## config.mk

```make
export PLATFORM = sky130hd
export DESIGN_NAME = icu_queue
export DESIGN_NICKNAME = d
export VERILOG_FILES = /design/src/rtl/icu_pkg.sv /design/src/rtl/icu_queue.sv
export SDC_FILE = /design/constraint.sdc
export NUM_CORES = 1
export LEC_CHECK = 0
export BUFFER_PORTS_ARGS = -buffer_cell sky130_fd_sc_hd__clkbuf_2
export CAP_MARGIN = 30
export CORE_UTILIZATION = 57
export CTS_CLUSTER_DIAMETER = 80
export DETAILED_ROUTE_END_ITERATION = 16
export GPL_ROUTABILITY_DRIVEN = 0
export PLACE_DENSITY = 0.79
export RECOVER_POWER = 25
export SYNTH_ARGS = -nofsm -noshare
export SYNTH_HDL_FRONTEND = slang
export SYNTH_SLANG_ARGS = --single-unit
```

## constraint.sdc

```tcl
create_clock -name clk_i -period 3.4 [get_ports clk_i]
set_input_delay 0.34 -clock clk_i [delete_from_list [all_inputs] [get_ports clk_i]]
set_output_delay 0.34 -clock clk_i [all_outputs]
set_load 0.1 [all_outputs]
```

## src/rtl/icu_pkg.sv

```systemverilog
`default_nettype none
// ----------------------------------------------------------------------------
// icu_pkg
// Shared types and constants of the interlaced 4:2:0 to 4:2:2 chroma upsampler.
// ----------------------------------------------------------------------------
package icu_pkg;

  localparam int unsigned SampleW   = 8;
  localparam int unsigned OutRowW   = 12;
  localparam int unsigned OutColW   = 10;
  localparam int unsigned RowWidthW = 11;
  localparam int unsigned SrcRowsW  = 12;
  localparam int unsigned CfgDataW  = 12;
  localparam int unsigned CfgIdxW   = 1;

  localparam logic [CfgIdxW-1:0] RegRowWidth  = 1'b0;
  localparam logic [CfgIdxW-1:0] RegSourceRows = 1'b1;

  localparam logic [RowWidthW-1:0] RowWidthReset = 11'd360;
  localparam logic [SrcRowsW-1:0]  SrcRowsReset  = 12'd288;

  localparam int unsigned MinRows = 4;

  localparam int unsigned QueueDepth = 4;
  localparam int unsigned QueuePtrW  = 2;

  localparam logic [10:0] RoundBias = 11'd4;
  localparam int unsigned WeightShift = 3;

  typedef enum logic [1:0] {
    KIND_COPY,
    KIND_EVEN,
    KIND_ODD
  } kind_e;

  typedef struct packed {
    kind_e               kind;
    logic                tail;
    logic [SampleW-1:0]  cur;
    logic [SampleW-1:0]  prev;
    logic [OutRowW-1:0]  row;
    logic [OutRowW-1:0]  tail_row;
    logic [OutColW-1:0]  col;
  } job_t;

endpackage
`default_nettype wire

```

## src/rtl/icu_queue.sv

```systemverilog
`default_nettype none
// ----------------------------------------------------------------------------
// icu_queue
// Short job queue between the front and back ends.
// ----------------------------------------------------------------------------
module icu_queue
  import icu_pkg::*;
(
  input  wire logic  clk_i,
  input  wire logic  rst_ni,
  input  wire logic  push_valid_i,
  output logic       push_ready_o,
  input  wire job_t  push_job_i,
  output logic       pop_valid_o,
  input  wire logic  pop_i,
  output job_t       pop_job_o
);

  job_t                 slot_q [QueueDepth];
  logic [QueuePtrW-1:0] wr_ptr_q, rd_ptr_q;
  logic [QueuePtrW:0]   count_q;
  logic                 push, pop;

  assign push_ready_o = count_q != (QueuePtrW+1)'(QueueDepth);
  assign pop_valid_o  = count_q != '0;
  assign push         = push_valid_i && push_ready_o;
  assign pop          = pop_i && pop_valid_o;
  assign pop_job_o    = slot_q[rd_ptr_q];

  always_ff @(posedge clk_i) begin
    if (push) begin
      slot_q[wr_ptr_q] <= push_job_i;
    end
  end

  always_ff @(posedge clk_i or negedge rst_ni) begin
    if (!rst_ni) begin
      wr_ptr_q <= '0;
      rd_ptr_q <= '0;
      count_q  <= '0;
    end else begin
      if (push) begin
        wr_ptr_q <= wr_ptr_q + QueuePtrW'(1);
      end
      if (pop) begin
        rd_ptr_q <= rd_ptr_q + QueuePtrW'(1);
      end
      unique case ({push, pop})
        2'b10:   count_q <= count_q + (QueuePtrW+1)'(1);
        2'b01:   count_q <= count_q - (QueuePtrW+1)'(1);
        default: count_q <= count_q;
      endcase
    end
  end

endmodule
`default_nettype wire

```

* Word level (Yosys, flattened, before mapping)
Memory sizes are Yosys's and may differ from the RTL's.
Index checks and enable logic that the tools add are counted.
** Word-level totals
- Word-level logic and storage cells :: 18
- Bits of input ports :: 57
- Bits in registers :: 7
- Output and inout port bits :: 55
- Memories :: 1
- Bits in writable memories :: 212
** Cells by class
- Add/subtract/negate cells :: 4
- Reductions and logical operators :: 4
- Mux-type cells :: 3
- Equal/unequal tests :: 3
** Memory list
- slot_q :: depth 4, width 53, rd ports 1, clocked after memory_dff 0, write ports 1, RTL line icu_queue.sv:19 : job_t slot_q [QueueDepth];
** Operators with widths (count)
- 3-bit one-hot mux with 2 select lines :: 1
- 2-bit by 1-bit adder with 2-bit output (second input constant) :: 2
- 3-bit by 1-bit adder with 3-bit output (second input constant) :: 1
- 3-bit != test (second input constant) :: 1
- 3-bit nonzero test :: 1
- 3-bit by 1-bit subtractor with 3-bit output (second input constant) :: 1
- 2-bit by 1-bit == test with 1-bit output (second input constant) :: 1
- 2-bit == test (second input constant) :: 1
- 1-bit logical AND :: 2
- 1-bit 2-to-1 mux :: 2
- 2-bit nonzero test :: 1

* Longest topological paths before layout
- Depth in word-level cells :: 4
- Mapped depth :: 9
- Mapped depth without buffers :: 9

* Least setup slack after synthesis
Ideal clock, no wire load.
- Path kind :: flip-flop to flip-flop
- From :: reg count_q[0]
- To :: reg count_q[2]
- Data arrival time :: 2192 ps
- Path slack :: 1129 ps
- Buffers on the path :: 0
- Setup time :: 79 ps
- Stages on the path, launching flop included :: 10
- Required time :: 3321 ps
- Clock period less this slack :: 2271 ps
- Cells stage by stage :: dfrtp_1 or3b_4 and2_4 inv_1 ha_1 inv_1 fa_1 xor2_1 nor2_1 xor2_1
** On the way
- Longest elaborated chain between the ends :: 4
- Elaborated cells between the ends (all ways) :: 10
- Classes of those cells :: add/sub (2); eq/ne (3); mux (1); reduce/logical (4)
** Ends and longest elaborated chain
- from (decl) :: RTL line icu_queue.sv:21 : logic [QueuePtrW:0] count_q;
- from (signal assigned) :: RTL line icu_queue.sv:49 : 2'b10: count_q <= count_q + (QueuePtrW+1)'(1);
- from (signal assigned) :: RTL line icu_queue.sv:50 : 2'b01: count_q <= count_q - (QueuePtrW+1)'(1);
- from (signal assigned) :: RTL line icu_queue.sv:51 : default: count_q <= count_q;
- 3-bit != test (*) :: RTL line icu_queue.sv:24 : assign push_ready_o = count_q != (QueuePtrW+1)'(QueueDepth);
- net push_ready_o :: RTL line icu_queue.sv:12 : output logic push_ready_o,
- 1-bit logical AND (*) :: RTL line icu_queue.sv:26 : assign push = push_valid_i && push_ready_o;
- 2-bit by 1-bit == test with 1-bit output / 2-bit == test (equally long branches) :: RTL line icu_queue.sv:48 : unique case ({push, pop})
- 3-bit one-hot mux with 2 select lines / 2-bit nonzero test (equally long branches)
The timed path passes the listed nets; every way through them passes the cells marked *.
A chain may end at the register's enable or synchronous reset.

==> flow_metrics.env <==
export IMPL_status="complete, no violations"
export IMPL_setup_tns_final_ns=0
export IMPL_worstPathMaxFanout=23
export IMPL_dieWidth_um=121
export IMPL_hold_viol=0
export IMPL_root_buffer="clkbuf_16"
export IMPL_synth_top_cells_by_count="212 x edfxtp_1, 53 x mux4_2, 7 x dfrtp_1, 6 x inv_1"
export IMPL_port_buffers=111
export IMPL_critPathTopFamily="flip-flops"
export IMPL_critical_path_class="reg2out"
export IMPL_fin_nets=508
export IMPL_synth_cell_types=20
export IMPL_cts_tree="yes"
export IMPL_yosysTopAreaCell="edfxtp_1"
export IMPL_die_area_um2=14600
export IMPL_core_um2=13800
export IMPL_drive_above_1_share=0.388
export IMPL_hpwlAfterDp_um=8290
export IMPL_cts_sinks=219
export IMPL_grt_ovfl_total=0
export IMPL_slowest_delay_ns=0.74
export IMPL_area_delta_synth_final_pct=18.8
export IMPL_rsz0062_at_grt="no"
export IMPL_path_buf_inv=2
export IMPL_die_y_um=121
export IMPL_ios=112
export IMPL_synth_most_common_cell="edfxtp_1"
export IMPL_path_clk_slew_ns=0.06
export IMPL_grt_pass1_vias=3849
export IMPL_setup_viol=0
export IMPL_num_antenna_cells=0
export IMPL_crit_required_ns=3.06
export IMPL_timing_slew_headroom=0.539
export IMPL_wire_per_inst_um=21.1
export IMPL_rows=43
export IMPL_slew_viol_final=0
export IMPL_htreeDepth=1
export IMPL_cp_arrival_ns=2.50
export IMPL_cts_buffers=22
export IMPL_antenna_found_initial=0
export IMPL_grt_max_degree=43
export IMPL_drt_initial_drc_count=223
export IMPL_drcViolationCount=0
export IMPL_crit_chain="buf_4 > mux4_2 > clkbuf_2"
export IMPL_synthesis_area_um2=8060
export IMPL_synth_top_cell_area_share=0.790
export IMPL_synthCells=314
export IMPL_finalCritPeriodShare=0.835
export IMPL_clock_skew_ns=0.00754
export IMPL_antenna_left=0
export IMPL_end_kind="primary output"
export IMPL_start_util=0.583
export IMPL_yosysSeqAreaShare=0.812
export IMPL_clk_path_buf_depth=3
export IMPL_via_count=3590
export IMPL_fmax_mhz=352
export IMPL_wirelength_um=13500
export IMPL_synth_nets=377
export IMPL_grtUsageTotal=0.192
export IMPL_synth_area_leaders="edfxtp_1 79%, mux4_2 15%, dfrtp_1 2.2%"
export IMPL_critPathLaunchType="flop"
export IMPL_fin_crit_ns=2.84
export IMPL_cts_resized=0
export IMPL_grt_pass1_wl_um=20800
export IMPL_post_drt_via_cell_ratio=5.62
export IMPL_tightest_slew_ns=0.691
export IMPL_maxCapViolCount=0
export IMPL_yosysWarnings=0
export IMPL_synth_edff_count=212
export IMPL_clock_latency_ns=0.48
export IMPL_cp_slowest_cell="dfrtp_4"
export IMPL_hp_class="in2reg"
export IMPL_synth_area_per_cell_um2=25.7
export IMPL_ys_flop_type="edfxtp_1"
export IMPL_synthArstFlopShare=0.0320
export IMPL_dr_pass1_iters=4
export IMPL_synth_seq_cells=219
## layout by cell type (no fill, tap or decap), drive strengths merged
cell type    count
o31a             1
clkinv           5
or3b             1
nand2            1
and3             4
dfrtp            7
bufinv           1
or3              1
inv              6
dlygate4sd3      1
mux2             1
nor2             1
clkbuf         143
buf              7
and2             1
ha               5
mux2i            1
edfxtp         212
xnor2            3
xor2             3
fa               1
mux4            53
## layout make-up
class | instances | area, um^2
fill | 842 | 4250
tap | 180 | 225
timing repair buffer | 119 | 649
clock inverter | 6 | 52.6
sequential | 219 | 6550
clock buffer | 32 | 649
inverter | 6 | 22.5
multi-input combinational | 77 | 1430
## kinds of logic after synthesis
kind of cell             synth area share
adder cells (fa/ha/maj)            0.0102
AND/OR/NAND/NOR                   0.00807
multiplexers                        0.151
buffers and inverters              0.0112
XOR/XNOR                          0.00652
AO/OA/AOI/OAI                     0.00124
flip-flops                          0.812
## path summary, 6_finish.rpt
| kind | start | depth (start not counted) | endpoint | slack, ns |
|---|---|---|---|---|
| max | rd_ptr_q[0]$_DFFE_PN0P_ | 3 | pop_job_o[2] | 0.56 |
| min | push_job_i[45] | 1 | slot_q[3][45]$_DFFE_PP_ | 0.09 |
| max reg2reg | count_q[0]$_DFFE_PN0P_ | 9 | count_q[2]$_DFFE_PN0P_ | 1.17 |
| min reg2reg | count_q[2]$_DFFE_PN0P_ | 1 | count_q[2]$_DFFE_PN0P_ | 0.51 |
| max in group asynchronous | rst_ni | 2 | rd_ptr_q[0]$_DFFE_PN0P_ | 2.96 |
| min in group asynchronous | rst_ni | 2 | count_q[2]$_DFFE_PN0P_ | 0.25 |
## metrics by stage
stage,cell area [um^2],util,hold WS (ns),setup slack (ns),cells
floorplan,8060,-,0.0444,1.13,314
global placement,8910,0.644,0.183,1.05,600
detailed placement,8910,0.644,0.188,1.01,600
CTS,9620,0.696,0.0521,0.490,639
global route,9570,0.692,0.0780,0.421,639
finish,9570,0.692,0.0852,0.560,639
## sequential cells by signal (all words and copies together) (netlist names)
signal and flops:
slot_q 212, count_q 3, rd_ptr_q 2, wr_ptr_q 2
## routing by layer
metal,GRT usage,wire [um],part of all wire
met5,0,0,0
met2,0.327,7080,0.53
met3,0.0381,837,0.062
met1,0.255,5320,0.40
met4,0.0517,212,0.016
## timing repair
item                                   in CTS  in global routing
endpoints found under the hold margin       7                  0
hold buffers                                1                  0
buffers inserted                            0                  0
setup endpoints to repair                   0                  0
Power is left out: the tool's default activity adds up to more than one toggle a clock period on the data nets, which glitch-free logic cannot reach.
