File: config.mk
export PLATFORM = sky130hd
export DESIGN_NAME = icu_back_flat
export DESIGN_NICKNAME = d
export VERILOG_FILES = /design/src/rtl/icu_pkg.sv /design/src/rtl/icu_if.sv /design/src/rtl/icu_back.sv /design/src/flat_wrapper.sv
export SDC_FILE = /design/constraint.sdc
export NUM_CORES = 1
export LEC_CHECK = 0
export BUFFER_PORTS_ARGS = -buffer_cell sky130_fd_sc_hd__clkbuf_2
export CAP_MARGIN = 20
export CORE_ASPECT_RATIO = 0.9
export CORE_MARGIN = 1.5
export CORE_UTILIZATION = 54
export CTS_CLUSTER_DIAMETER = 30
export DETAILED_ROUTE_END_ITERATION = 8
export GPL_TIMING_DRIVEN = 0
export PLACE_DENSITY = 0.9
export SETUP_SLACK_MARGIN = 0.5
export SYNTH_ARGS = -nofsm -noshare
export SYNTH_HDL_FRONTEND = slang
export SYNTH_SLANG_ARGS = --single-unit
File: constraint.sdc
create_clock -name clk_i -period 13.05 [get_ports clk_i]
set_input_delay 0.6525 -clock clk_i [delete_from_list [all_inputs] [get_ports clk_i]]
set_output_delay 0.6525 -clock clk_i [all_outputs]
set_load 0.03 [all_outputs]
File: src/rtl/icu_pkg.sv
`default_nettype none
// ----------------------------------------------------------------------------
// icu_pkg
// Shared types and constants of the interlaced 4:2:0 to 4:2:2 chroma upsampler.
// ----------------------------------------------------------------------------
package icu_pkg;

  localparam int unsigned SampleW   = 8;
  localparam int unsigned OutRowW   = 12;
  localparam int unsigned OutColW   = 10;
  localparam int unsigned RowWidthW = 11;
  localparam int unsigned SrcRowsW  = 12;
  localparam int unsigned CfgDataW  = 12;
  localparam int unsigned CfgIdxW   = 1;

  localparam logic [CfgIdxW-1:0] RegRowWidth  = 1'b0;
  localparam logic [CfgIdxW-1:0] RegSourceRows = 1'b1;

  localparam logic [RowWidthW-1:0] RowWidthReset = 11'd360;
  localparam logic [SrcRowsW-1:0]  SrcRowsReset  = 12'd288;

  localparam int unsigned MinRows = 4;

  localparam int unsigned QueueDepth = 4;
  localparam int unsigned QueuePtrW  = 2;

  localparam logic [10:0] RoundBias = 11'd4;
  localparam int unsigned WeightShift = 3;

  typedef enum logic [1:0] {
    KIND_COPY,
    KIND_EVEN,
    KIND_ODD
  } kind_e;

  typedef struct packed {
    kind_e               kind;
    logic                tail;
    logic [SampleW-1:0]  cur;
    logic [SampleW-1:0]  prev;
    logic [OutRowW-1:0]  row;
    logic [OutRowW-1:0]  tail_row;
    logic [OutColW-1:0]  col;
  } job_t;

endpackage
`default_nettype wire

File: src/rtl/icu_if.sv
`default_nettype none


interface icu_result_if;
  logic        valid;
  logic        ready;
  logic [7:0]  value;
  logic [11:0] out_row;
  logic [9:0]  out_col;
  logic        run_end;

  modport source (output valid, output value, output out_row, output out_col,
                  output run_end, input ready);
  modport sink   (input valid, input value, input out_row, input out_col,
                  input run_end, output ready);
endinterface
`default_nettype wire

File: src/rtl/icu_back.sv
`default_nettype none
// ----------------------------------------------------------------------------
// icu_back
// Expands each job into one to three output samples through an output
// register.
// ----------------------------------------------------------------------------
module icu_back
  import icu_pkg::*;
(
  input  wire logic  clk_i,
  input  wire logic  rst_ni,
  input  wire logic  job_valid_i,
  input  wire job_t  job_i,
  output logic       job_pop_o,
  icu_result_if.source result_o
);

  logic [1:0]          phase_q;
  logic [1:0]          n_res;
  logic                last;
  logic                emit;
  logic [3:0]          wp;
  logic [10:0]         sum;
  logic [SampleW-1:0]  value_d;
  logic [OutRowW-1:0]  row_d;
  logic [OutRowW-1:0]  row2;

  logic                valid_q;
  logic [SampleW-1:0]  value_q;
  logic [OutRowW-1:0]  row_q;
  logic [OutColW-1:0]  col_q;
  logic                end_q;

  assign n_res = (job_i.kind == KIND_COPY ? 2'd1 : 2'd2) + {1'b0, job_i.tail};
  assign last  = phase_q == n_res - 2'd1;
  assign emit  = job_valid_i && (!valid_q || result_o.ready);
  assign row2  = {job_i.row[OutRowW-2:0], 1'b0};
  assign sum   = 11'(wp) * 11'(job_i.prev) + 11'(4'd8 - wp) * 11'(job_i.cur) + RoundBias;

  always_comb begin
    unique case (job_i.kind)
      KIND_EVEN: wp = (phase_q == 2'd0) ? 4'd5 : 4'd1;
      KIND_ODD:  wp = (phase_q == 2'd0) ? 4'd7 : 4'd3;
      default:   wp = 4'd0;
    endcase
    priority if (job_i.tail && last) begin
      value_d = job_i.cur;
      row_d   = job_i.tail_row;
    end else if (job_i.kind == KIND_COPY) begin
      value_d = job_i.cur;
      row_d   = job_i.row;
    end else begin
      value_d = SampleW'(sum >> WeightShift);
      unique case (job_i.kind)
        KIND_EVEN: row_d = (phase_q == 2'd0) ? row2 - OutRowW'(2) : row2;
        default:   row_d = (phase_q == 2'd0) ? row2 - OutRowW'(3) : row2 - OutRowW'(1);
      endcase
    end
  end

  assign job_pop_o = emit && last;

  always_ff @(posedge clk_i or negedge rst_ni) begin
    if (!rst_ni) begin
      phase_q <= '0;
      valid_q <= 1'b0;
    end else begin
      if (emit) begin
        phase_q <= last ? 2'd0 : phase_q + 2'd1;
        valid_q <= 1'b1;
      end else if (result_o.ready) begin
        valid_q <= 1'b0;
      end
    end
  end

  always_ff @(posedge clk_i) begin
    if (emit) begin
      value_q <= value_d;
      row_q   <= row_d;
      col_q   <= job_i.col;
      end_q   <= last;
    end
  end

  assign result_o.valid   = valid_q;
  assign result_o.value   = value_q;
  assign result_o.out_row = row_q;
  assign result_o.out_col = col_q;
  assign result_o.run_end = end_q;

endmodule
`default_nettype wire
File: src/flat_wrapper.sv
// flat-port wrapper written by rule: the top's interface ports become plain ports
module icu_back_flat import icu_pkg::*;
  (clk_i, rst_ni, job_valid_i, job_i, job_pop_o, result_o_valid, result_o_value, result_o_out_row, result_o_out_col, result_o_run_end, result_o_ready);
  icu_result_if result_o_i ();
  input  wire logic clk_i;
  input  wire logic rst_ni;
  input  wire logic job_valid_i;
  input  wire job_t job_i;
  output logic job_pop_o;
  output wire logic [$bits(result_o_i.valid)-1:0] result_o_valid;
  output wire logic [$bits(result_o_i.value)-1:0] result_o_value;
  output wire logic [$bits(result_o_i.out_row)-1:0] result_o_out_row;
  output wire logic [$bits(result_o_i.out_col)-1:0] result_o_out_col;
  output wire logic [$bits(result_o_i.run_end)-1:0] result_o_run_end;
  input wire logic [$bits(result_o_i.ready)-1:0] result_o_ready;
  assign result_o_valid = result_o_i.valid;
  assign result_o_value = result_o_i.value;
  assign result_o_out_row = result_o_i.out_row;
  assign result_o_out_col = result_o_i.out_col;
  assign result_o_run_end = result_o_i.run_end;
  assign result_o_i.ready = result_o_ready;
  icu_back u_core (.clk_i(clk_i), .rst_ni(rst_ni), .job_valid_i(job_valid_i), .job_i(job_i), .job_pop_o(job_pop_o), .result_o(result_o_i));
endmodule
# Word-level counts from Yosys, hierarchy flattened
# Index checks and enable logic that the tools add are counted.
# classes
add_sub_neg,9
n_mul,2
eq_ne,3
mux,14
reduce_logical,8
# ops
cell,count
$mux W12,5
$sub A12 B2 Y12 const B,2
$mux W8,2
$sub A12 B1 Y12 const B,1
$add A11 B11 Y11,1
$add A11 B3 Y11 const B,1
$mul A11 B8 Y11,1
$mul A4 B8 Y11,1
$pmux W4 S2,1
$mux W3,2
$sub A4 B4 Y5 const A,1
$logic_not A2 Y1,2
$mux W2,2
$logic_and A1 B1 Y1,3
$add A2 B1 Y2,1
$add A2 B1 Y2 const B,1
$eq A2 B1 Y1 const B,1
$eq A2 B2 Y1,1
$eq A2 B2 Y1 const B,1
$mux W1,2
$reduce_bool A2 Y1,1
$sub A2 B1 Y2 const B,1
$logic_not A1 Y1,1
$logic_or A1 B1 Y1,1
# totals
ff_bits,34
inputBits,57
out_inout_bits,33
elab_cells,42

# Depth between registers and ports, before layout
# Gate-level depths: netlist of run 1.
# depth
depth_word,9
ltp_mapped,24
ltp_nobuf,23

# Worst setup path before layout of run 1
# OpenSTA, ideal clock, no wires.
# synth_timing
path_kind,input to register
from,input job_i[51] (netlist bit)
to,register u_core.value_q[7] (netlist: u_core.result_o.value[7]) (data pin)
setup_time_ns,0.262
arrival_time_ns,5.638
required_ns,12.788
path_slack_ns,7.150
path_stages,22
n_path_buf,1
path_cell_list,inv_1 -> ha_1 -> clkbuf_1 -> nand2_1 -> a21boi_1 -> nor2_1 -> nand2_1 -> fa_1 -> fa_1 -> inv_1 -> fa_1 -> fa_1 -> inv_1 -> fa_1 -> inv_1 -> ha_1 -> o21a_1 -> o21ai_0 -> a32oi_1 -> xnor2_1 -> mux2i_1 -> nand3_1
# synth_between
elab_chain_cells,8
elab_cells_between_ends,16
classes_between,5 x add/sub; 2 x mul; 3 x eq/ne; 4 x mux; 2 x reduce/logical
# synth_lines
element,line_no,rtl
from (decl),flat_wrapper.sv:8,input wire job_t job_i;
$eq A2 B2 Y1 or $eq A2 B1 Y1 (tied branches),icu_back.sv:41,unique case (job_i.kind)
$pmux W4 S2,icu_back.sv:41,
$sub A4 B4 Y5,icu_back.sv:38,assign sum = 11'(wp) * 11'(job_i.prev) + 11'(4'd8 - wp) * 11'(job_i.cur) + RoundBias;
$mul A11 B8 Y11,icu_back.sv:38,
$add A11 B11 Y11,icu_back.sv:38,
$add A11 B3 Y11,icu_back.sv:38,
$mux W8,icu_back.sv:49,end else if (job_i.kind == KIND_COPY) begin
$mux W8 *,icu_back.sv:46,priority if (job_i.tail && last) begin
net u_core.value_d[7],icu_back.sv:24,logic [SampleW-1:0] value_d;
to (signal assigned),icu_back.sv:79,value_q <= value_d;
to (decl),icu_back.sv:29,logic [SampleW-1:0] value_q;
# The timed path passes the listed nets; every way through them passes the cells marked *.
# A chain may end at the register's enable or synchronous reset.

# Final worst setup path of run 1
# Same ends and word-level chain as after synthesis.

==> results of run 1 <==
==> registers in the layout (all words and copies together) (netlist names) <==
signal / count
u_core.phase_q: 2
u_core.result_o.out_col: 10
u_core.result_o.out_row: 12
u_core.result_o.run_end: 1
u_core.result_o.valid: 1
u_core.result_o.value: 8
==> worst register-to-register path, delay by kind of cell (launching register included) <==
family / cells / cell delay (ns)
muxes: 1 / 0.22
DFF: 1 / 0.39
and+or+nand+nor: 4 / 0.68
xor gates and xnor gates: 1 / 0.26
buffers and inverters: 5 / 0.46
adders and majority gates: 7 / 3.14
AOI/OAI and AO/OA: 4 / 1.09
==> cells by family (layout without fill, tap and decap cells) <==
kind of cell	count (synthesis)	after routing	synth area share (%)
AOI/OAI and AO/OA	56	56	8.729
xor gates and xnor gates	21	21	5.012
adders and majority gates	78	78	33.28
buffers and inverters	80	178	8.421
DFF	34	34	27.41
muxes	2	2	0.5455
and+or+nand+nor	121	121	16.60
==> placed cells by master, fill, tap and decap left out, drive strengths merged, types with 2 or more instances in the layout <==
master and n:
ha 44, fa 33, inv 69, o22ai 5
buf 3, nor3 2, nor2b 6, xnor2 16
edfxtp 31, and3 3, dfrtp 3, clkinv 3
nand2 47, nand2b 6, or4 3, nand3b 6
mux2i 2, nand3 6, a21o 2, xor2 5
o21ai 22, nor2 15, o211ai 2, clkbuf 102
and2 25, a21oi 18
==> cell type report <==
| cell class | instances | area (um2) | share of cell area [%] |
|---|---|---|---|
| Sequential cell | 34 | 1006 | 23.18 |
| Clock buffer | 5 | 68.82 | 1.585 |
| Timing Repair Buffer | 90 | 473.0 | 10.90 |
| Buffer | 10 | 46.29 | 1.067 |
| Clock inverter | 3 | 16.27 | 0.3747 |
| Inverter | 70 | 262.8 | 6.054 |
| Multi-Input combinational cell | 278 | 2355 | 54.25 |
| Tap cell | 90 | 112.6 | 2.594 |
==> final timing paths <==
| kind | from | to | slack [ns] | cells after the start |
|---|---|---|---|---|
| max | job_i[51] | u_core.result_o.value[7] | 6.38 | 23 |
| min | rst_ni | u_core.phase_q[1] | 0.15 | 1 |
| max reg2reg | u_core.phase_q[0] | u_core.result_o.value[7] | 6.57 | 22 |
| min reg2reg | u_core.result_o.valid | u_core.result_o.valid | 0.54 | 2 |
| max in group asynchronous | rst_ni | u_core.result_o.valid | 12.78 | 1 |
| min in group clk_i | u_core.result_o.valid | u_core.result_o.valid | 0.54 | 2 |
==> power by group through the flow <==
| stage | registers (uW) | clock network, uW | logic, uW |
|---|---|---|---|
| 6_report | 166 | 74.7 | 449 |
| 5_1_grt | 167 | 81.1 | 511 |
| 4_1_cts | 165 | 75.9 | 449 |
| 3_5_place_dp | 168 | 0 | 445 |
| 3_3_place_gp | 167 | 0 | 419 |
| 2_1_floorplan | 208 | 0 | 294 |
==> metrics by stage <==
step,instance area [um2],util [%],hold slack [ns],worst slack [ns]
floorplan,3670,-,0.3569,7.150
global placement,4228,64.19,0.4533,6.226
detailed placement,4255,64.61,0.4581,6.109
CTS,4340,65.90,0.1512,6.417
global route,4340,65.90,0.1490,5.980
finish,4340,65.90,0.1516,6.383
==> routing by layer <==
layer	GRT usage, %	wire length [um]	vias to the layer above
met2	43.36	4068	113
li1	-	-	1463
met3	3.839	449	22
met1	28.64	3322	1427
met5	0	0	-
met4	10.95	239	0
==> impl_metrics.csv, run 1 <==
group,metric,value,unit
status,status,"finished, final reports clean",
drt,route.antenna.remaining_nets,0,
power,total_power,689.7,uW
place,hpwl,6773,um
drt,initialDrtViolationCount,199,
setup_path,path_cells,"clkbuf_2, inv_1, ha_1, clkbuf_1, nand2_1, a21boi_1, nor2_1, nand2_1, fa_1, fa_1, inv_1, fa_1, fa_1, inv_1, fa_1, inv_1, ha_1, o21a_1, o21ai_0, a32oi_1, xnor2_1, mux2i_1, nand3_1",
layout,insertedDiodeCount,0,
setup_path,crit_path_top_delay_cell,"a21boi_1",
drt,drc,0,
power,power.internal,369.8,uW
synthesis,async_reset_ff_share,8.824,%
synthesis,synth-edff-count,31,
timing,finalClockSkew,0.008766,ns
synthesis,synth.distinct_cells,40,
timing,setup-violations-final,0,
cts,clk_pin_slew_worst_paths,0.07,ns
die,die_w,89.90,um
layout,final_nets,623,
power,power.density,158.9,nW/um2
setup_path,crit_fanout,10,
die,die_h,81.21,um
synthesis,synth_common_cells,"68 x inv_1, 47 x nand2_1, 44 x ha_1",
global_route,grt_overflow,0,
synthesis,yosysMostFrequentCell,"inv_1",
layout,fin_cells,580,
cts,cts_hold_buffers,0,
cts,cts_setup_buffers,0,
timing,tightest_slew,0.7863,ns
die,dieArea,7300,um2
global_route,grt_max_degree,20,
synthesis,synth_area_leaders,"edfxtp_1 25%, fa_1 18%, ha_1 15%",
timing,slew_viol_final,0,
drt,drt_wl_total,8079,um
power,clkPwrFrac,10.8,%
die,start_util,55.72,%
worst_hold_path,hp-class,"input pin to async pin",
cts,cts_tree,"yes",
power,p_leak,0.002177,uW
cts,cts_resized,0,
setup_path,cp_top_family,"adder cells",
synthesis,synthCells,392,
drt,drt_pass1_iterations,4,
global_route,grt_pass1_vias,3147,
setup_path,arrival,6.71,ns
flow_run,cap_violations,0,
drt,via_count,3025,
synthesis,syn_area,3670,um2
setup_path,worstPathRequired,13.09,ns
setup_path,critPathMaxStageDelay,0.65,ns
cts,numCtsBuffers,5,
setup_path,critPathCaptureType,"flip-flop",
power,power.switching,319.9,uW
timing,finalCritPeriodShare,51.09,%
place,io_buffers,89,
synthesis,syn_area_per_cell,9.362,um2
global_route,grt_usage,23.99,%
setup_path,start_kind,"input pin",
power,seqPwrFrac,24.0,%
drt,vias_per_cell,5.216,
cts,cts.sinks,34,
drt,routedWlPerCell,13.93,um
cts,cts_buffer_depth,2,
synthesis,synth_seq_cells,34,
place,dp.cells,572,
synthesis,ys_warn_count,0,
power,ir_drop,0.08360,mV
place,routabilityCongestion,0.8979,
synthesis,synth.top_cell.area_share,25.37,%
die,io_pins,90,
cts,insertion_delay,0.29,ns
synthesis,ys_seq_area_share,27.41,%
setup_path,crit_buf_inv,6,
timing,tns,0,ns
power,sw_frac_of_total,46.38,%
synthesis,ys.flop_type,"edfxtp_1",
cts,root_buffer,"clkbuf_8",
layout,n_fill_cell,544,
die,core,6586,um2
setup_path,worst-setup-path-type,"input pin to flip-flop",
layout,drive_gt1_share,20.82,%
timing,finalCriticalPeriod,6.667,ns
cts,cts_htree_levels,2,
timing,finalHoldViolations,0,
global_route,antenna_found_initial,0,
timing,fmax,0.1500,GHz
timing,rsz0062_at_grt,"false",
power,comb_power_share,65.2,%
die,num_rows,28,
timing,max_slew_margin,47.47,%
synthesis,synth_top_area_cell,"edfxtp_1",
global_route,grt_pass1_wl,13960,um
setup_path,crit_top_cell,"fa_1",
synthesis,syn_nets,526,
layout,area_growth,18.27,%
Power figures use the tool's default switching activity.
==> run 2: changes to the inputs <==
==> constraint.sdc (replaced) <==
create_clock -name clk_i -period 6.7 [get_ports clk_i]
set_input_delay 0.335 -clock clk_i [delete_from_list [all_inputs] [get_ports clk_i]]
set_output_delay 0.335 -clock clk_i [all_outputs]
set_load 0.03 [all_outputs]
==> run 2 against run 1 <==
Die area stayed put. Critical endpoint unchanged. Critical path type is now flip-flop to flip-flop. Clock skew hardly changed. First-iteration DRC count is 13% lower. Utilization is 0.55 points higher. Count of clock-buffer cells in the layout stayed put. Non-clock buffer count is 2 higher. Setup slack worse by 5.4 ns. Worst hold slack better by 0.070 ns. Combinational power is 97% higher. Total power is 96% higher. Highest routed layer unchanged.
==> impl_metrics.csv, run 2 (synthesis results as in run 1) <==
group,metric,value,unit
die,dieArea,7300,um2
timing,finalCritPeriodShare,85.56,%
layout,final_nets,625,
die,num_rows,28,
status,status,"finished, final reports clean",
setup_path,crit_top_cell,"fa_1",
setup_path,crit_fanout,10,
timing,fmax,0.1745,GHz
setup_path,crit_buf_inv,5,
cts,cts_htree_levels,2,
cts,clk_pin_slew_worst_paths,0.07,ns
cts,insertion_delay,0.29,ns
cts,cts.sinks,34,
setup_path,arrival,5.78,ns
setup_path,worst-setup-path-type,"flip-flop to flip-flop",
timing,tightest_slew,0.6793,ns
global_route,grt_max_degree,20,
setup_path,crit_path_top_delay_cell,"fa_1",
cts,cts_tree,"yes",
layout,largest_register_ffs,12,
power,power.density,308.6,nW/um2
drt,via_count,3059,
global_route,grt_overflow,0,
power,p_leak,0.002193,uW
layout,drive_gt1_share,21.34,%
setup_path,cp_top_family,"adder cells",
drt,routedWlPerCell,14.06,um
die,core,6586,um2
setup_path,critPathCaptureType,"flip-flop",
timing,finalHoldViolations,0,
timing,rsz0062_at_grt,"false",
cts,cts_buffer_depth,2,
flow_run,cap_violations,0,
timing,tns,0,ns
place,io_buffers,89,
setup_path,path_cells,"inv_1, ha_1, buf_2, nand2_1, a21boi_4, nor2_4, nand2_1, fa_1, fa_1, inv_1, fa_1, fa_1, inv_1, fa_1, inv_1, ha_1, o21a_1, o21ai_0, a32oi_1, xnor2_1, mux2i_1, nand3_1",
timing,setup-violations-final,0,
cts,numCtsBuffers,5,
layout,area_growth,19.26,%
drt,initialDrtViolationCount,174,
global_route,antenna_found_initial,0,
global_route,grt_usage,24.09,%
power,ir_drop,0.1627,mV
global_route,grt_pass1_vias,3184,
timing,slew_viol_final,0,
die,die_h,81.21,um
worst_hold_path,hp-class,"input pin to flip-flop",
place,hpwl,6773,um
cts,root_buffer,"clkbuf_8",
setup_path,worstPathRequired,6.74,ns
timing,finalClockSkew,0.008917,ns
place,routabilityCongestion,0.8979,
power,total_power,1351,uW
die,io_pins,90,
global_route,grt_pass1_wl,14060,um
timing,finalCriticalPeriod,5.732,ns
setup_path,start_kind,"flip-flop",
drt,drt_pass1_iterations,4,
die,die_w,89.90,um
timing,max_slew_margin,54.66,%
drt,drc,0,
layout,final_cell_mix,"89 x clkbuf_2, 68 x inv_1, 47 x nand2_1",
layout,final_common_cell,"clkbuf_2",
layout,insertedDiodeCount,0,
die,start_util,55.72,%
drt,drt_wl_total,8183,um
setup_path,critPathMaxStageDelay,0.55,ns
drt,vias_per_cell,5.256,
drt,route.antenna.remaining_nets,0,
[run 2: cell count changes in the layout (fill, tap and decap cells not counted), sizes merged]
| cell | change |
|---|---|
| buf | +1 |
| dlygate4sd3 | +1 |
[run 2: power by group]
group          switching [uW]  internal, uW
Clock                    74.0          71.0
Combinational             536           346
Sequential               16.4           306
Total                     627           724
[run 2: what timing repair did]
action,CTS,global route
endpoints found under the hold margin,3,0
hold buffers,1,0
pin swaps,0,1
setup buffers,0,1
gates resized for setup,1,3
cloned,0,0
endpoints found under the setup margin,1,2
[run 2: layer usage]
metal | vias to the layer above | GRT usage [%] | wire (um)
li1 | 1469 | - | -
met5 | - | 0 | 0
met1 | 1448 | 28.76 | 3344
met2 | 115 | 43.82 | 4161
met4 | 0 | 11.90 | 252
met3 | 27 | 2.996 | 424
[run 2: area by class of cell]
type	count	area, um2
multi-input combinational	278	2374
fill	535	2210
sequential	34	1006
timing repair buffer	92	490.5
inverter	70	262.8
tap	90	112.6
clock buffer	5	68.82
buffer	10	46.29
clock inverter	3	16.27
[run 2: metrics by stage]
step	cells	cell area, um2	setup WS (ns)	utilization [%]	hold WS, ns
2_1_floorplan	392	3670	1.102	-	0.03941
3_3_place_gp	571	4228	0.1935	64.19	0.1358
3_5_place_dp	572	4255	0.07691	64.61	0.1406
4_1_cts	581	4354	0.5631	66.11	0.2174
5_1_grt	582	4377	0.5956	66.45	0.2182
6_report	582	4377	0.9677	66.45	0.2219
[run 2: path summary, 6_finish.rpt]
| path | from | endpoint | slack [ns] | cells after the start |
|---|---|---|---|---|
| min in group asynchronous | rst_ni | u_core.phase_q[1] | 0.38 | 2 |
| hold / removal | job_i[8] | u_core.result_o.out_col[8] | 0.22 | 1 |
| setup reg to reg | u_core.phase_q[0] | u_core.result_o.value[7] | 0.97 | 22 |
| hold reg to reg | u_core.result_o.valid | u_core.result_o.valid | 0.54 | 2 |
| setup / recovery | u_core.phase_q[0] | u_core.result_o.value[7] | 0.97 | 22 |
| max in group asynchronous | rst_ni | u_core.result_o.valid | 6.20 | 2 |
[run 2: worst register-to-register path, stage by stage, from the launching register on]
cell	delay, ns
dfrtp_1	0.37
inv_1	0.09
ha_1	0.22
buf_2	0.18
nand2_1	0.12
a21boi_4	0.08
nor2_4	0.22
nand2_1	0.11
fa_1	0.48
fa_1	0.55
inv_1	0.05
fa_1	0.52
fa_1	0.55
inv_1	0.05
fa_1	0.52
inv_1	0.04
ha_1	0.35
o21a_1	0.19
o21ai_0	0.15
a32oi_1	0.09
xnor2_1	0.26
mux2i_1	0.22
nand3_1	0.08
==> run 3: changes to the inputs <==
==> constraint.sdc (replaced) <==
create_clock -name clk_i -period 6.7 [get_ports clk_i]
set_input_delay 1.005 -clock clk_i [delete_from_list [all_inputs] [get_ports clk_i]]
set_output_delay 1.005 -clock clk_i [all_outputs]
set_load 0.03 [all_outputs]
==> run 3 against run 2 <==
Via count up 6.0%. Critical path depth up 2. Total power up 10%. Clock power up 57%. Combinational power up 6.6%. Highest routed layer unchanged. Non-clock buffer count up 1. Sequential share of layout area down 0.45 points. Global-route usage up 0.38 points. First-iteration DRC count up 130%.
==> impl_metrics.csv, run 3 (synthesis results as in run 1) <==
group,metric,value,unit
status,status,"finished, final reports clean",
setup_path,arrival,6.05,ns
drt,via_count,3242,
drt,drc,0,
timing,max_slew_margin,48.16,%
setup_path,critPathCaptureType,"flip-flop",
setup_path,r2r-end,"u_core.result_o.value[7]",
cts,root_buffer,"clkbuf_8",
power,p_leak,0.002231,uW
timing,fmax,0.1664,GHz
timing,hold_ws,0.5007,ns
layout,final_util,67.78,%
place,routabilityCongestion,0.8760,
timing,finalClockSkew,0.009398,ns
timing,finalCritPeriodShare,89.69,%
setup_path,path_cells,"clkbuf_2, inv_2, ha_1, buf_6, nand2_1, a21boi_4, nor2_4, buf_4, and2_1, ha_1, ha_1, inv_1, fa_1, fa_1, inv_1, fa_1, inv_1, fa_2, nor2b_2, o21bai_1, a32oi_1, xnor2_1, mux2i_1, nand3_1",
drt,vias_per_cell,5.561,
setup_path,crit_fanout,10,
layout,final_common_cell,"clkbuf_2",
layout,drive_gt1_share,23.53,%
setup_path,start_kind,"input pin",
power,sw_frac_of_total,44.76,%
cts,insertion_delay,0.29,ns
cts,cts_buffer_depth,2,
die,num_rows,28,
layout,multi_input_area,2404,um2
layout,insertedDiodeCount,0,
global_route,grt_pass1_wl,14150,um
setup_path,ff2ff_path_depth,23,
layout,n_fill_cell,472,
setup_path,crit_path_top_delay_cell,"fa_1",
power,comb_power_share,63.1,%
place,place_ws,-0.4453,ns
layout,regArea,1006,um2
cts,cts_tree,"yes",
place,io_buffers,89,
worst_hold_path,hp-class,"input pin to async pin",
flow_run,cap_violations,0,
drt,drt_wl_total,9019,um
global_route,grt_max_degree,21,
die,die_h,81.21,um
power,power.switching,667.5,uW
layout,largest_register_ffs,12,
cts,cts_htree_levels,2,
timing,finalCriticalPeriod,6.009,ns
power,total_power,1491,uW
drt,drt_pass1_iterations,5,
setup_path,critPathMaxStageDelay,0.57,ns
power,power.density,334.1,nW/um2
power,clkPwrFrac,15.3,%
timing,rsz0062_at_grt,"false",
timing,setup-violations-final,0,
power,seqPwrFrac,21.7,%
setup_path,worst-setup-path-type,"input pin to flip-flop",
setup_path,worstPathRequired,6.74,ns
drt,routedWlPerCell,15.47,um
setup_path,ff2ff_setup_slack,0.98,ns
global_route,grt_overflow,0,
drt,route.antenna.remaining_nets,0,
cts,clk_pin_slew_worst_paths,0.07,ns
power,power.internal,823.8,uW
timing,tightest_slew,0.7767,ns
power,ir_drop,0.1685,mV
cts,cts_hold_buffers,0,
global_route,grt_usage,24.47,%
die,io_pins,90,
drt,initialDrtViolationCount,397,
cts,numCtsBuffers,5,
setup_path,rr_startpoint,"u_core.phase_q[0]",
layout,final_nets,626,
die,dieArea,7300,um2
layout,final_cell_mix,"90 x clkbuf_2, 67 x inv_1, 47 x nand2_1",
die,die_w,89.90,um
cts,cts.sinks,34,
timing,setup_ws,0.6909,ns
timing,slew_viol_final,0,
timing,tns,0,ns
die,start_util,55.72,%
die,core,6586,um2
global_route,grt_pass1_vias,3192,
timing,finalHoldViolations,0,
global_route,antenna_found_initial,0,
place,hpwl,7023,um
layout,area_growth,21.65,%
## run 3: final cells by class
cell class	instances	area share (%)
Tap cell	90	2.522
Inverter	70	5.886
Sequential cell	34	22.53
Clock buffer	5	1.541
Clock inverter	3	1.541
Multi-Input combinational cell	278	53.84
Timing Repair Buffer	93	10.82
Buffer	10	1.317
## run 3: repair_timing
action | in CTS | in global routing
gates resized for setup | 7 | 12
buffers inserted | 2 | 1
hold endpoints to repair | 0 | 0
setup endpoints to repair | 5 | 2
pin swaps | 3 | 4
## run 3: worst max-delay path by stage
| stage | from | endpoint | slack, ns | cells past startpoint |
|---|---|---|---|---|
| after floorplan | job_i[51] | u_core.result_o.value[7] | 0.58 | 22 |
| after global placement | job_i[51] | u_core.result_o.value[7] | -0.21 | 23 |
| after detailed placement | job_i[51] | u_core.result_o.value[7] | -0.45 | 23 |
| after CTS | job_i[51] | u_core.result_o.value[7] | 0.51 | 20 |
| after global routing | job_i[52] | u_core.result_o.value[7] | 0.45 | 25 |
| final | job_i[51] | u_core.result_o.value[7] | 0.69 | 24 |
## run 3: metrics by stage
step | cell area [um2] | std cells
final | 4464 | 583
after global routing | 4464 | 583
after CTS | 4420 | 582
after detailed placement | 4247 | 572
after global placement | 4232 | 571
after floorplan | 3674 | 392
## run 3: worst max-delay path: cells and delay by family
family	cells	cell delay, ns
simple gates	5	0.57
xor+xnor	1	0.20
mux	1	0.22
compound gates	3	0.59
buf+inv	7	0.72
fa+ha+maj	7	2.74
## run 3: power by group through the flow
stage | combinational, uW | clock, uW | sequential (uW)
6_report | 941 | 228 | 323
5_1_grt | 1030 | 237 | 328
4_1_cts | 890 | 228 | 323
3_5_place_dp | 871 | 0 | 327
3_3_place_gp | 815 | 0 | 327
2_1_floorplan | 573 | 0 | 406
## run 3: routing by layer
metal | GRT usage [%] | wire length (um) | vias up | part of all wire [%]
li1 | - | - | 1470 | -
met2 | 45.42 | 4615 | 204 | 51
met1 | 29.29 | 3382 | 1528 | 37
met3 | 4.026 | 720 | 40 | 8.0
met4 | 8.254 | 301 | 0 | 3.3
met5 | 0 | 0 | - | 0
